<file path="src/rtl/box_body_step_with_static_collision_unit_assert.svh">
// Assertion macros shared by the box body step block.
`ifndef BOX_BODY_STEP_WITH_STATIC_COLLISION_UNIT_ASSERT_SVH
`define BOX_BODY_STEP_WITH_STATIC_COLLISION_UNIT_ASSERT_SVH

// The consequent must hold in the same cycle as the antecedent.
`define BSC_ASSERT_NOW(label, clk, rstn, ante, cons, msg) \
    label: assert property (@(posedge clk) disable iff (!rstn) (ante) |-> (cons)) \
        else $error(msg);

// The consequent must hold in the cycle after the antecedent.
`define BSC_ASSERT_NEXT(label, clk, rstn, ante, cons, msg) \
    label: assert property (@(posedge clk) disable iff (!rstn) (ante) |=> (cons)) \
        else $error(msg);

`endif

</file>
<file path="src/rtl/bsc_pkg.sv">
// Types, constants and helpers for the box body step block.
package bsc_pkg;

    localparam int DIVD_W = 48;
    localparam int DEN_W  = 47;

    typedef enum logic [1:0] {
        FUNC_CLEAR = 2'd0,
        FUNC_ADD   = 2'd1,
        FUNC_STEP  = 2'd2
    } func_t;

    typedef enum logic [1:0] {
        REG_GRAV_X    = 2'd0,
        REG_GRAV_Y    = 2'd1,
        REG_TIME_STEP = 2'd2
    } reg_idx_t;

    typedef enum logic [2:0] {
        OP_DEN   = 3'd0,
        OP_GRAV  = 3'd1,
        OP_FORCE = 3'd2,
        OP_VEL   = 3'd3,
        OP_MOVE  = 3'd4
    } op_t;

    typedef enum logic [6:0] {
        S_IDLE = 7'b0000001,
        S_MUL  = 7'b0000010,
        S_ACC  = 7'b0000100,
        S_DIV  = 7'b0001000,
        S_RD   = 7'b0010000,
        S_CMP  = 7'b0100000,
        S_DONE = 7'b1000000
    } state_t;

    typedef struct packed {
        logic busy;
        logic done;
    } div_status_t;

    // Clamp a wide signed value to the signed 32-bit range.
    function automatic logic signed [31:0] sat32(input logic signed [49:0] x);
        logic signed [49:0] hi;
        logic signed [49:0] lo;
        hi = 50'sd2147483647;
        lo = -50'sd2147483648;
        if (x > hi) begin
            sat32 = 32'sh7fffffff;
        end else if (x < lo) begin
            sat32 = 32'sh80000000;
        end else begin
            sat32 = x[31:0];
        end
    endfunction

endpackage

</file>
<file path="src/rtl/bsc_mul.sv">
// Shared signed 32 by 32 multiplier with a registered product.
module bsc_mul
    import bsc_pkg::*;
(
    input  logic               aclk,
    input  logic signed [31:0] op_a,
    input  logic signed [31:0] op_b,
    output logic signed [63:0] product
);

    logic signed [63:0] product_reg;

    // Product is registered every cycle; the sequencer reads it in the state after the operands are set.
    always_ff @(posedge aclk) begin
        product_reg <= op_a * op_b;
    end

    assign product = product_reg;

endmodule

</file>
<file path="config.mk">
export PLATFORM = sky130hd
export DESIGN_NAME = bsc_mul
export DESIGN_NICKNAME = d
export VERILOG_FILES = /design/src/rtl/box_body_step_with_static_collision_unit_assert.svh /design/src/rtl/bsc_pkg.sv /design/src/rtl/bsc_mul.sv
export SDC_FILE = /design/constraint.sdc
export NUM_CORES = 2
export LEC_CHECK = 0
export BUFFER_PORTS_ARGS = -buffer_cell sky130_fd_sc_hd__buf_2
export CORE_MARGIN = 2
export CORE_UTILIZATION = 55
export CTS_CLUSTER_SIZE = 28
export DETAILED_ROUTE_END_ITERATION = 8
export PLACE_DENSITY = 0.85
export SLEW_MARGIN = 25
export SYNTH_ARGS = -nofsm -noshare
export SYNTH_HDL_FRONTEND = slang
export SYNTH_SLANG_ARGS = --single-unit
</file>
<file path="constraint.sdc">
create_clock -name aclk -period 8.6 [get_ports aclk]
set_input_delay 1.72 -clock aclk [delete_from_list [all_inputs] [get_ports aclk]]
set_output_delay 1.72 -clock aclk [all_outputs]
set_load 0.02 [all_outputs]
</file>
## Word-level counts from Yosys, hierarchy flattened

Index checks and enable logic that the tools add are counted.

| operators by class | value |
|---|---|
| multiply operators | 1 |

Operator list:

| cell | count |
|---|---|
| 32-bit by 32-bit multiplier with 64-bit output | 1 |

| storage, ports and cells | value |
|---|---|
| bits in registers | 64 |
| input bits | 65 |
| output and inout port bits | 64 |
| word-level logic and storage cells | 2 |

## Logic depth before layout (Yosys ltp)

| depth | value |
|---|---|
| depth in word-level cells | 1 |
| gate-level depth with buffers | 28 |
| gate-level depth less buffers | 27 |

## Least setup slack after synthesis

OpenSTA, ideal clock, no wires.

| timing | value |
|---|---|
| path type | in2reg |
| from | in op_b[2] |
| to | reg product_reg[62] (netlist: product[62]) |
| setup time | 0.072 ns |
| arrival time | 8.909 ns |
| setup slack | -0.381 ns |
| stages on the path | 24 |
| path buffers | 1 |
| path through | clkbuf_1 > nand2_1 > inv_1 > fa_1 > fa_1 > fa_1 > fa_1 > inv_1 > fa_1 > inv_1 > fa_1 > inv_1 > fa_1 > inv_1 > fa_1 > ha_1 > and3_1 > nand2_1 > or3_1 > o22a_1 > o211ai_1 > a31oi_1 > o31ai_1 > xor2_1 |

| between the ends | value |
|---|---|
| cells in the longest elaborated chain, start to end | 1 |

Ends and longest elaborated chain:

| what | line | source |
|---|---|---|
| start: declaration | bsc_mul.sv:7 | `input logic signed [31:0] op_b,` |
| 32-bit by 32-bit multiplier with 64-bit output | bsc_mul.sv:15 | `product_reg <= op_a * op_b;` |
| end signal: assignment | bsc_mul.sv:15 |  |
| end: declaration | bsc_mul.sv:11 | `logic signed [63:0] product_reg;` |

No other way between the ends.

## Worst setup path after layout

| timing | value |
|---|---|
| from | in op_b[12] |
| to | reg product_reg[60] (netlist: product[60]) |

Same word-level chain as after synthesis.

==> impl_metrics.py <==
metrics = {
    "placement": {
        "place.gp.congestion": 0.9475,
        "dp_cells": 5144,
        "place.detailed.hpwl_mm": 90.09,
        "placed_area_sq_um": 42140,
        "portBuffers": 128,
    },
    "grt": {
        "grt_max_degree": 25,
        "antenna_found_initial": 11,
        "grtUsageTotal_pct": 32.71,
        "grt_pass1_wl_mm": 175.9,
        "grt_pass1_vias": 33230,
        "grt-ovfl-total": 0,
    },
    "status": {
        "status": "finished, violations left",
        "failed_checks": "setup timing",
    },
    "critical_path": {
        "arrival_ns": 9.43,
        "crit_top_cell": "fa_1",
        "slowest_delay_ns": 0.71,
        "worst-path-max-fanout": 22,
        "critical_path.startpoint_type": "input pin",
        "cp.required_ns": 8.94,
        "path_class": "input pin to register",
        "setup.worst_path.end_class": "register",
        "worst_path_max_delay_cell": "fa_1",
    },
    "sta": {
        "rsz0062_at_grt": "yes",
        "setup_violations": 12,
        "hold_violations": 0,
        "max_freq_ghz": 0.1100,
        "period_needed_ns": 9.087,
        "worst_slew_pin_slew_ns": 0.7747,
        "tns_ns": -3.381,
        "maxSlewHeadroom_pct": 48.26,
        "setup_slack_ns": -0.4872,
        "slew_violations": 0,
        "min_period_over_period_pct": 105.7,
    },
    "finish": {
        "largest_reg_flops": 64,
        "regArea_sq_um": 1281,
        "utilization_pct": 65.85,
        "finalNetCount": 5664,
        "layout-drive-gt1-share_pct": 18.93,
        "fillerInstances": 4381,
        "areaGrowthSynthToFinish_pct": 18.75,
        "final_cell_area_sq_um": 44230,
        "final_cells": 5224,
        "multi_input_area_sq_um": 32450,
    },
    "flow_run": {
        "cap_violations": 0,
    },
    "die": {
        "io_pins": 129,
        "die_h_um": 264.2,
        "core_sq_um": 67160,
        "start_util_pct": 55.45,
        "rows": 95,
        "dieArea_sq_um": 69810,
        "die_x_um": 264.2,
    },
    "logic_synthesis": {
        "synth_area_sq_um": 37240,
        "synth_cell_types": 63,
        "syn_inst": 3884,
        "synth_edf_count": 0,
        "yosysWarnings": 0,
        "ys.flop_type": "dfxtp_1",
        "ys_seq_elements": 64,
        "syn_area_per_cell_sq_um": 9.589,
        "synth_seq_area_share_pct": 3.440,
        "syn_nets": 5215,
        "async_flop_share_pct": 0,
    },
    "clocking": {
        "cts-root-buf": "clkbuf_16",
        "clk_pin_slew_ns": 0.06,
        "cts_sinks": 64,
        "postCtsHoldBufs": 0,
        "cts_buffer_depth": 2,
        "cts_tree": "yes",
        "htreeDepth": 3,
        "cts_buffers": 9,
    },
    "drt": {
        "drt_iter0_drc": 2904,
        "wl_per_cell_um": 22.94,
        "drc": 0,
        "via_per_inst": 5.783,
        "wirelength_mm": 119.9,
        "vias": 30210,
        "first_pass_iters": 9,
        "drtAntennaViolNets": 0,
    },
    "min_path": {
        "hp-class": "input pin to register",
    },
}
[cells in the mapped netlist, types with 2 or more instances]
cell      instances  area, sq um
a21o_2            2        17.52
buf_2             3        15.01
dfxtp_1          64         1281
nand3_1          15        75.07
a31oi_1          12        75.07
o21ai_0          28        140.1
buf_1             2        7.510
nor2_1           42        157.7
nor3_1            6        30.03
a21o_1           23        172.7
xnor2_1          53        464.2
o31ai_1           6        45.04
a21oi_1          68        340.3
nand4_1           7        43.79
clkbuf_1        195        732.0
and3_1            7        43.79
o211ai_1          3        22.52
and2_1          516         3228
o21ai_2           2        17.52
or3_1             4        25.02
o21a_1            4        30.03
o22a_1            2        17.52
xor2_1           22        192.7
nand2b_1          9        56.30
a211oi_2          3        37.54
nor2b_1           3        18.77
fa_1           1082        21660
nand2_1         511         1918
inv_1           952         3573
o21bai_1         15        112.6
ha_1            184         2302
and4_1            3        26.28
a211oi_1          4        30.03
a21boi_0          3        22.52
[placed cells by master (no fill, tap or decap), drive strengths merged, types with 5 or more instances in the layout]
cell	netlist	layout
nor3	7	7
fa	1082	1082
a21oi	68	68
clkbuf	195	21
nand4	7	7
and2	516	516
nor2	42	42
and3	9	9
nand3	15	15
xor2	22	22
xnor2	53	53
nand2	511	511
a21o	25	25
o21bai	15	15
o21ai	31	31
or3	5	5
inv	952	951
nand2b	9	9
diode	0	13
a211oi	8	8
a31oi	13	13
o31ai	7	7
buf	5	626
ha	184	184
dfxtp	64	64
[metrics by stage]
stage	hold WS, ns	setup slack (ns)
global route	2.115	-0.6714
floorplan	1.847	-0.1182
CTS	2.065	-0.01032
detailed placement	2.134	-1.078
global placement	2.136	-0.9510
finish	2.091	-0.4872
[worst paths after layout]
kind,depth (start not counted),slack [ns],from,to
hold / removal,4,2.09,op_b[0],product[0]
setup / recovery,27,-0.49,op_b[12],product[60]
[logic make-up after synthesis]
kind of cell	Yosys count	share of synthesized area, %
adder cells (fa/ha/maj)	1266	64.34
flip-flops	64	3.440
AO/OA/AOI/OAI	193	3.464
XOR/XNOR	75	1.764
AND/OR/NAND/NOR	1134	15.37
buffers and inverters	1152	11.62
[layout make-up]
type                    count  area share [%]
clock inverters             4          0.1188
multi-input cells        2668           73.38
diodes                     13         0.07356
well taps                 873           2.470
inverters                 952           8.094
clock buffers              12          0.5800
flip-flops and latches     64           2.897
repair buffers            638           12.39
[repair_timing]
action,in CTS,in global routing
hold endpoints to repair,0,0
buffers inserted,28,24
endpoints found under the setup margin,24,22
cloned,3,4
gates resized for setup,149,148
pin swaps,60,105
[critical path: cells and delay by family]
kind / cells / cell delay (ns)
buffers and inverters: 7 / 0.72
XOR/XNOR: 1 / 0.12
AND/OR/NAND/NOR: 4 / 0.56
AO/OA/AOI/OAI: 6 / 1.58
adder cells (fa/ha/maj): 9 / 4.69
[routing by layer]
metal	track usage, %	wire length (um)	up-vias
li1	-	-	11970
met1	38.62	39000	15090
met2	54.91	57520	2331
met3	8.734	13690	821
met4	17.29	9641	2
met5	0	13	-
Power is left out: the tool's default activity adds up to more than one toggle a clock period on the data nets, which glitch-free logic cannot reach.
