===== config.mk =====
export PLATFORM = sky130hd
export DESIGN_NAME = bsc_div
export DESIGN_NICKNAME = d
export VERILOG_FILES = /design/src/rtl/box_body_step_with_static_collision_unit_assert.svh /design/src/rtl/bsc_pkg.sv /design/src/rtl/bsc_div.sv
export SDC_FILE = /design/constraint.sdc
export NUM_CORES = 1
export LEC_CHECK = 0
export BUFFER_PORTS_ARGS = -buffer_cell sky130_fd_sc_hd__buf_4
export CAP_MARGIN = 20
export CORE_MARGIN = 3
export CORE_UTILIZATION = 58
export CTS_CLUSTER_DIAMETER = 120
export DETAILED_ROUTE_END_ITERATION = 8
export GPL_ROUTABILITY_DRIVEN = 1
export PLACE_DENSITY = 0.82
export SLEW_MARGIN = 20
export SYNTH_ARGS = -nofsm -noshare
export SYNTH_HDL_FRONTEND = slang
export SYNTH_SLANG_ARGS = --single-unit

===== constraint.sdc =====
create_clock -name aclk -period 3.65 [get_ports aclk]
set_clock_uncertainty 0.2 [all_clocks]
set_input_delay 0.365 -clock aclk [delete_from_list [all_inputs] [get_ports aclk]]
set_output_delay 0.365 -clock aclk [all_outputs]
set_load 0.01 [all_outputs]

===== src/rtl/box_body_step_with_static_collision_unit_assert.svh =====
// Assertion macros shared by the box body step block.
`ifndef BOX_BODY_STEP_WITH_STATIC_COLLISION_UNIT_ASSERT_SVH
`define BOX_BODY_STEP_WITH_STATIC_COLLISION_UNIT_ASSERT_SVH

// The consequent must hold in the same cycle as the antecedent.
`define BSC_ASSERT_NOW(label, clk, rstn, ante, cons, msg) \
    label: assert property (@(posedge clk) disable iff (!rstn) (ante) |-> (cons)) \
        else $error(msg);

// The consequent must hold in the cycle after the antecedent.
`define BSC_ASSERT_NEXT(label, clk, rstn, ante, cons, msg) \
    label: assert property (@(posedge clk) disable iff (!rstn) (ante) |=> (cons)) \
        else $error(msg);

`endif


===== src/rtl/bsc_pkg.sv =====
// Types, constants and helpers for the box body step block.
package bsc_pkg;

    localparam int DIVD_W = 48;
    localparam int DEN_W  = 47;

    typedef enum logic [1:0] {
        FUNC_CLEAR = 2'd0,
        FUNC_ADD   = 2'd1,
        FUNC_STEP  = 2'd2
    } func_t;

    typedef enum logic [1:0] {
        REG_GRAV_X    = 2'd0,
        REG_GRAV_Y    = 2'd1,
        REG_TIME_STEP = 2'd2
    } reg_idx_t;

    typedef enum logic [2:0] {
        OP_DEN   = 3'd0,
        OP_GRAV  = 3'd1,
        OP_FORCE = 3'd2,
        OP_VEL   = 3'd3,
        OP_MOVE  = 3'd4
    } op_t;

    typedef enum logic [6:0] {
        S_IDLE = 7'b0000001,
        S_MUL  = 7'b0000010,
        S_ACC  = 7'b0000100,
        S_DIV  = 7'b0001000,
        S_RD   = 7'b0010000,
        S_CMP  = 7'b0100000,
        S_DONE = 7'b1000000
    } state_t;

    typedef struct packed {
        logic busy;
        logic done;
    } div_status_t;

    // Clamp a wide signed value to the signed 32-bit range.
    function automatic logic signed [31:0] sat32(input logic signed [49:0] x);
        logic signed [49:0] hi;
        logic signed [49:0] lo;
        hi = 50'sd2147483647;
        lo = -50'sd2147483648;
        if (x > hi) begin
            sat32 = 32'sh7fffffff;
        end else if (x < lo) begin
            sat32 = 32'sh80000000;
        end else begin
            sat32 = x[31:0];
        end
    endfunction

endpackage


===== src/rtl/bsc_div.sv =====
// Radix-2 restoring divider for the damping step, one quotient bit per cycle.
module bsc_div
    import bsc_pkg::*;
(
    input  logic                    aclk,
    input  logic                    aresetn,
    input  logic                    start,
    input  logic                    neg_in,
    input  logic [DIVD_W-1:0]       dividend,
    input  logic [DEN_W-1:0]        divisor,
    output logic signed [31:0]      quotient,
    output div_status_t             status
);

    logic [5:0]        cnt_reg, cnt_next;
    logic              busy_reg, busy_next;
    logic              done_reg, done_next;
    logic              neg_reg, neg_next;
    logic [DIVD_W-1:0] rem_reg, rem_next;
    logic [DIVD_W-1:0] quo_reg, quo_next;
    logic [DIVD_W-1:0] rem_sh;

    // One shift-and-subtract per cycle; the dividend shifts out of quo_reg.
    always_comb begin
        cnt_next  = cnt_reg;
        busy_next = busy_reg;
        done_next = 1'b0;
        neg_next  = neg_reg;
        rem_next  = rem_reg;
        quo_next  = quo_reg;
        rem_sh    = {rem_reg[DIVD_W-2:0], quo_reg[DIVD_W-1]};
        if (start) begin
            busy_next = 1'b1;
            cnt_next  = '0;
            rem_next  = '0;
            quo_next  = dividend;
            neg_next  = neg_in;
        end else if (busy_reg) begin
            if (rem_sh >= {1'b0, divisor}) begin
                rem_next = rem_sh - {1'b0, divisor};
                quo_next = {quo_reg[DIVD_W-2:0], 1'b1};
            end else begin
                rem_next = rem_sh;
                quo_next = {quo_reg[DIVD_W-2:0], 1'b0};
            end
            cnt_next = cnt_reg + 6'd1;
            if (cnt_reg == 6'(DIVD_W - 1)) begin
                busy_next = 1'b0;
                done_next = 1'b1;
            end
        end
    end

    always_ff @(posedge aclk) begin
        if (!aresetn) begin
            busy_reg <= 1'b0;
            done_reg <= 1'b0;
            cnt_reg  <= '0;
        end else begin
            busy_reg <= busy_next;
            done_reg <= done_next;
            cnt_reg  <= cnt_next;
        end
        neg_reg <= neg_next;
        rem_reg <= rem_next;
        quo_reg <= quo_next;
    end

    // Apply the sign; truncation toward zero falls out of magnitude division.
    assign quotient    = neg_reg ? -$signed(quo_reg[31:0]) : $signed(quo_reg[31:0]);
    assign status.busy = busy_reg;
    assign status.done = done_reg;

endmodule


Word-level counts from Yosys, hierarchy flattened
Cells that the tools add are included.
Widths: inputs -> output; s select.
{ "totals": {"regBits": 104, "in_bits": 99, "out_inout_bits": 34, "elab_cells": 25} }
{ "op_classes": {"n_addsub": 3, "order_cmp": 1, "n_eq_ne": 1, "n_mux": 9, "n_bitwise": 2, "n_reduce_logical": 3} }
{ "ops": {"columns": ["operator", "n"], "rows": [
  ["$mux 48", 2],
  ["$ge 48x47->1", 1],
  ["$mux 47", 1],
  ["$sub 47x47->47", 1],
  ["$mux 32", 1],
  ["$neg 32->32", 1],
  ["$add 6x1->6 const B", 1],
  ["$eq 6x6->1 const B", 1],
  ["$mux 1", 5],
  ["$reduce_or 3->1", 1],
  ["$not 1->1", 2],
  ["$reduce_bool 2->1", 1],
  ["$reduce_or 2->1", 1]
]} }

Depth between registers and ports, before layout
{ "depth": {"word_depth": 4, "mapped_depth": 14} }

Worst setup path before layout
OpenSTA, ideal clock, no wires.
{ "synth_path": {"path_kind": "input -> register", "start": "in divisor[0]", "end": "reg rem_reg[46]", "setup_ns": 0.117, "arrival_ns": 2.703, "slack_ns": 0.629, "cell_stages": 11, "path_buffers": 0, "cell_sequence": "ha_1 -> fa_1 -> nand2b_1 -> nor2b_1 -> o21ai_2 -> a21oi_2 -> o31a_1 -> o21ai_1 -> a211oi_1 -> or3b_1 -> a32o_1"} }
{ "synth_via": {"elab_chain_cells": 2} }
{ "synth_rtl": {"columns": ["element", "line_no", "text"], "rows": [
  ["start: declaration", "bsc_div.sv:10", "input logic [DEN_W-1:0] divisor,"],
  ["$sub 47x47->47 / $ge 48x47->1 (equally long branches)", "bsc_div.sv:40, bsc_div.sv:39", null],
  ["$mux 47 *", "bsc_div.sv:39", "if (rem_sh >= {1'b0, divisor}) begin"],
  ["end signal: assignment", "bsc_div.sv:65", "rem_reg <= rem_next;"],
  ["end: declaration", "bsc_div.sv:19", "logic [DIVD_W-1:0] rem_reg, rem_next;"]
]} }
Mark *: on every way between the ends. The rest lies on a longest branch, timed or not.
A chain may end at the register's enable or synchronous reset.

Final worst setup path
{ "layout_path": {"start": "reg quo_reg[15]", "end": "out quotient[25]"} }
{ "layout_via": {"elab_chain_cells": 2} }
{ "layout_rtl": {"columns": ["element", "line_no", "text"], "rows": [
  ["start: declaration", "bsc_div.sv:20", "logic [DIVD_W-1:0] quo_reg, quo_next;"],
  ["start signal: assignment", "bsc_div.sv:66", "quo_reg <= quo_next;"],
  ["$neg 32->32", "bsc_div.sv:70", "assign quotient = neg_reg ? -$signed(quo_reg[31:0]) : $signed(quo_reg[31:0]);"],
  ["$mux 32", "bsc_div.sv:70", null],
  ["end: declaration", "bsc_div.sv:11", "output logic signed [31:0] quotient,"]
]} }
Every way passes these cells.

==> flow_metrics.env <==
export IMPL_fin_crit_sh_pct=94.4
export IMPL_antenna_found_initial=0
export IMPL_worst_path_max_fanout=5
export IMPL_path_depth=9
export IMPL_synth_cell_types=70
export IMPL_cpPeakStageDelay_ns=0.44
export IMPL_vias_per_cell=5.97
export IMPL_worstPathRequired_ns=3.08
export IMPL_whs_path_depth=2
export IMPL_post_route_min_period_ns=3.45
export IMPL_die_x_microns=123
export IMPL_ir_drop_v=0.000309
export IMPL_drive_gt1_share_pct=21.5
export IMPL_maxCapViolCount=0
export IMPL_n_antenna_cell=0
export IMPL_ys_top_cells_by_area="edfxtp_1 (18%), dfxtp_1 (14%), ha_1 (7.7%)"
export IMPL_path_cells="or3_1 -> or3_1 -> nor4b_2 -> nand2b_1 -> nor2_1 -> nand2_1 -> o31ai_1 -> xnor2_1 -> buf_4"
export IMPL_drt_pass1_iterations=5
export IMPL_track_usage_pct=26.3
export IMPL_post_dp_cell_area_sq_mm=0.00902
export IMPL_tns_ns=0
export IMPL_cts_buffers_inserted=9
export IMPL_dp_hpwl_mm=15.1
export IMPL_synth_warnings=0
export IMPL_min_to="busy_reg"
export IMPL_clockBufferDepth=2
export IMPL_wl_per_cell_microns=16.4
export IMPL_hold_class="in -> reg"
export IMPL_ys_ff_latch=104
export IMPL_cts_sinks=104
export IMPL_final_cell_area_sq_mm=0.00932
export IMPL_worstSetupEndpointType="primary output"
export IMPL_cts_tree="yes"
export IMPL_syn_nets=1098
export IMPL_outcome="complete, no violations"
export IMPL_p_per_area_mw_per_mm2=357
export IMPL_cp_data_arrival_time_ns=2.88
export IMPL_crit_type="reg -> out"
export IMPL_htree_levels=3
export IMPL_slew_violations=0
export IMPL_cp_common_cell="or3_1"
export IMPL_ctsRootBufferMaster="clkbuf_16"
export IMPL_worstReg2RegStart="quo_reg[47]"
export IMPL_final_cell_mix="buf_4 (144), nand2_1 (128), nor2_1 (75)"
export IMPL_io_pins=133
export IMPL_slew_headroom_pct=37.0
export IMPL_start_kind="flip-flop"
export IMPL_initial_core_util_pct=59.8
export IMPL_final_common_cell="buf_4"
export IMPL_ys_flop_type="dfxtp_1"
export IMPL_rows=42
export IMPL_gr_total_overflow=0
export IMPL_area_delta_synth_final_pct=16.8
export IMPL_leakagePower_uw=0.00389
export IMPL_place_gp_congestion=0.941
export IMPL_grt_pass1_wl_mm=32.3
export IMPL_async_flop_share_pct=0
export IMPL_drc=0
export IMPL_slowest_stage="edfxtp_1"
export IMPL_grt_pass1_vias=6692
export IMPL_wirelength_mm=20.2
export IMPL_rr_worst_depth=12
export IMPL_cp_top_family="simple AND/OR/NAND/NOR gates"
export IMPL_rsz0062_at_grt="no"
export IMPL_hold_viol_final=0
export IMPL_clock_latency_ns=0.36
export IMPL_fmax_ghz=0.290
export IMPL_vias=7349
export IMPL_die_h_microns=123
export IMPL_core_area_sq_mm=0.0133
export IMPL_grt_max_degree=80
export IMPL_r2r_slack_ns=0.32
export IMPL_path_buf_inv=1
export IMPL_synthCells=949
export IMPL_netlist_area_leader_share_pct=18.4
export IMPL_clkTransAtPathRegs_ns=0.07
export IMPL_finalSetupViolations=0
export IMPL_tightest_slew_ns=0.944
export IMPL_yosysSeqAreaShare_pct=32.2
export IMPL_yosysTopAreaCell="edfxtp_1"
export IMPL_r2r_end="rem_reg[46]"
export IMPL_synth_edff_count=49
export IMPL_min_from="aresetn"
export IMPL_netlist_area_sq_mm=0.00798
export IMPL_largest_register_ffs=48
export IMPL_drt_iter0_drc=572
export IMPL_nets=1200
export IMPL_dieArea_sq_mm=0.0152
export IMPL_drtAntennaViolNets=0
export IMPL_synth_area_per_cell_sq_um=8.41
export IMPL_io_buffers=132
-- layout make-up --
type,instances,area (sq um)
clock buffer,11,233
clock inverter,5,31.3
timing repair buffer,146,1110
fill,1136,4030
sequential,104,2570
tap,176,220
inverter,63,236
multi-input combinational,727,4910
-- stage by stage --
step / worst slack, ns / utilization, % / std cells / hold WS (ns) / total power (uW)
2_1_floorplan: 0.629 / - / 949 / 0.258 / 2100
3_3_place_gp: 0.371 / 67.6 / 1215 / 0.273 / 2410
3_5_place_dp: 0.229 / 67.6 / 1215 / 0.291 / 2420
4_1_cts: 0.150 / 69.7 / 1232 / 0.0279 / 3330
5_1_grt: 0.0155 / 69.8 / 1232 / 0.0286 / 3500
6_report: 0.204 / 69.8 / 1232 / 0.0352 / 3330
-- per-layer routing --
| layer | vias up | track usage (%) | routed length (microns) |
|---|---|---|---|
| met5 | - | 0 | 0 |
| met4 | 0 | 7.89 | 504 |
| met3 | 40 | 5.31 | 1400 |
| met2 | 268 | 40.9 | 9170 |
| met1 | 3404 | 37.1 | 9140 |
| li1 | 3637 | - | - |
-- worst reg2reg max path, delay by kind of cell, from the launching register on --
kind	cells	cell delay [ns]
and+or+nand+nor	3	0.74
AOI/OAI and AO/OA	6	1.28
adders and majority gates	2	0.60
buffers and inverters	1	0.05
DFF	1	0.36
-- cell families after synthesis --
| kind of cell | share of synthesized area [%] |
|---|---|
| buffers and inverters | 6.45 |
| AO/OA/AOI/OAI | 21.2 |
| flip-flops | 32.2 |
| AND/OR/NAND/NOR | 18.0 |
| adder cells (fa/ha/maj) | 7.93 |
| multiplexers | 6.74 |
| XOR/XNOR | 7.46 |
-- worst max path at each step --
stage,from,slack (ns),end
6_report,quo_reg[15],0.20,quotient[25]
3_3_place_gp,divisor[0],0.37,rem_reg[28]
3_5_place_dp,divisor[0],0.23,rem_reg[46]
4_1_cts,quo_reg[15],0.15,quotient[31]
5_1_grt,quo_reg[15],0.02,quotient[25]
2_1_floorplan,divisor[0],0.63,rem_reg[46]
-- cells in the mapped netlist (all sizes together) (5+ instances only) --
master / number
nand3: 16
nand2b: 10
a311oi: 36
and3: 9
nand4: 13
o31ai: 11
ha: 49
clkbuf: 28
a31oi: 8
nor2b: 7
a21oi: 68
o211ai: 12
and2: 7
or4: 5
dfxtp: 55
nor2: 75
edfxtp: 49
xor2: 21
o22ai: 6
o21ai: 58
a211oi: 6
buf: 27
inv: 63
nor3: 16
xnor2: 47
or3: 10
nand2: 129
nor4: 5
mux2: 46
a21o: 14
-- power by group --
part | leakage (uW) | internal, uW | switching (uW)
clock network | 0.000126 | 462 | 440
registers | 0.000945 | 1330 | 89.8
logic | 0.00282 | 470 | 534
-- timing repair --
item / 4_1_cts / 5_1_grt
resized for setup: 0 / 3
endpoints found under the setup margin: 0 / 7
hold buffers: 1 / 0
endpoints found under the hold margin: 1 / 0
setup buffers: 0 / 0
Note: power is estimated with default switching activity, not from simulation.
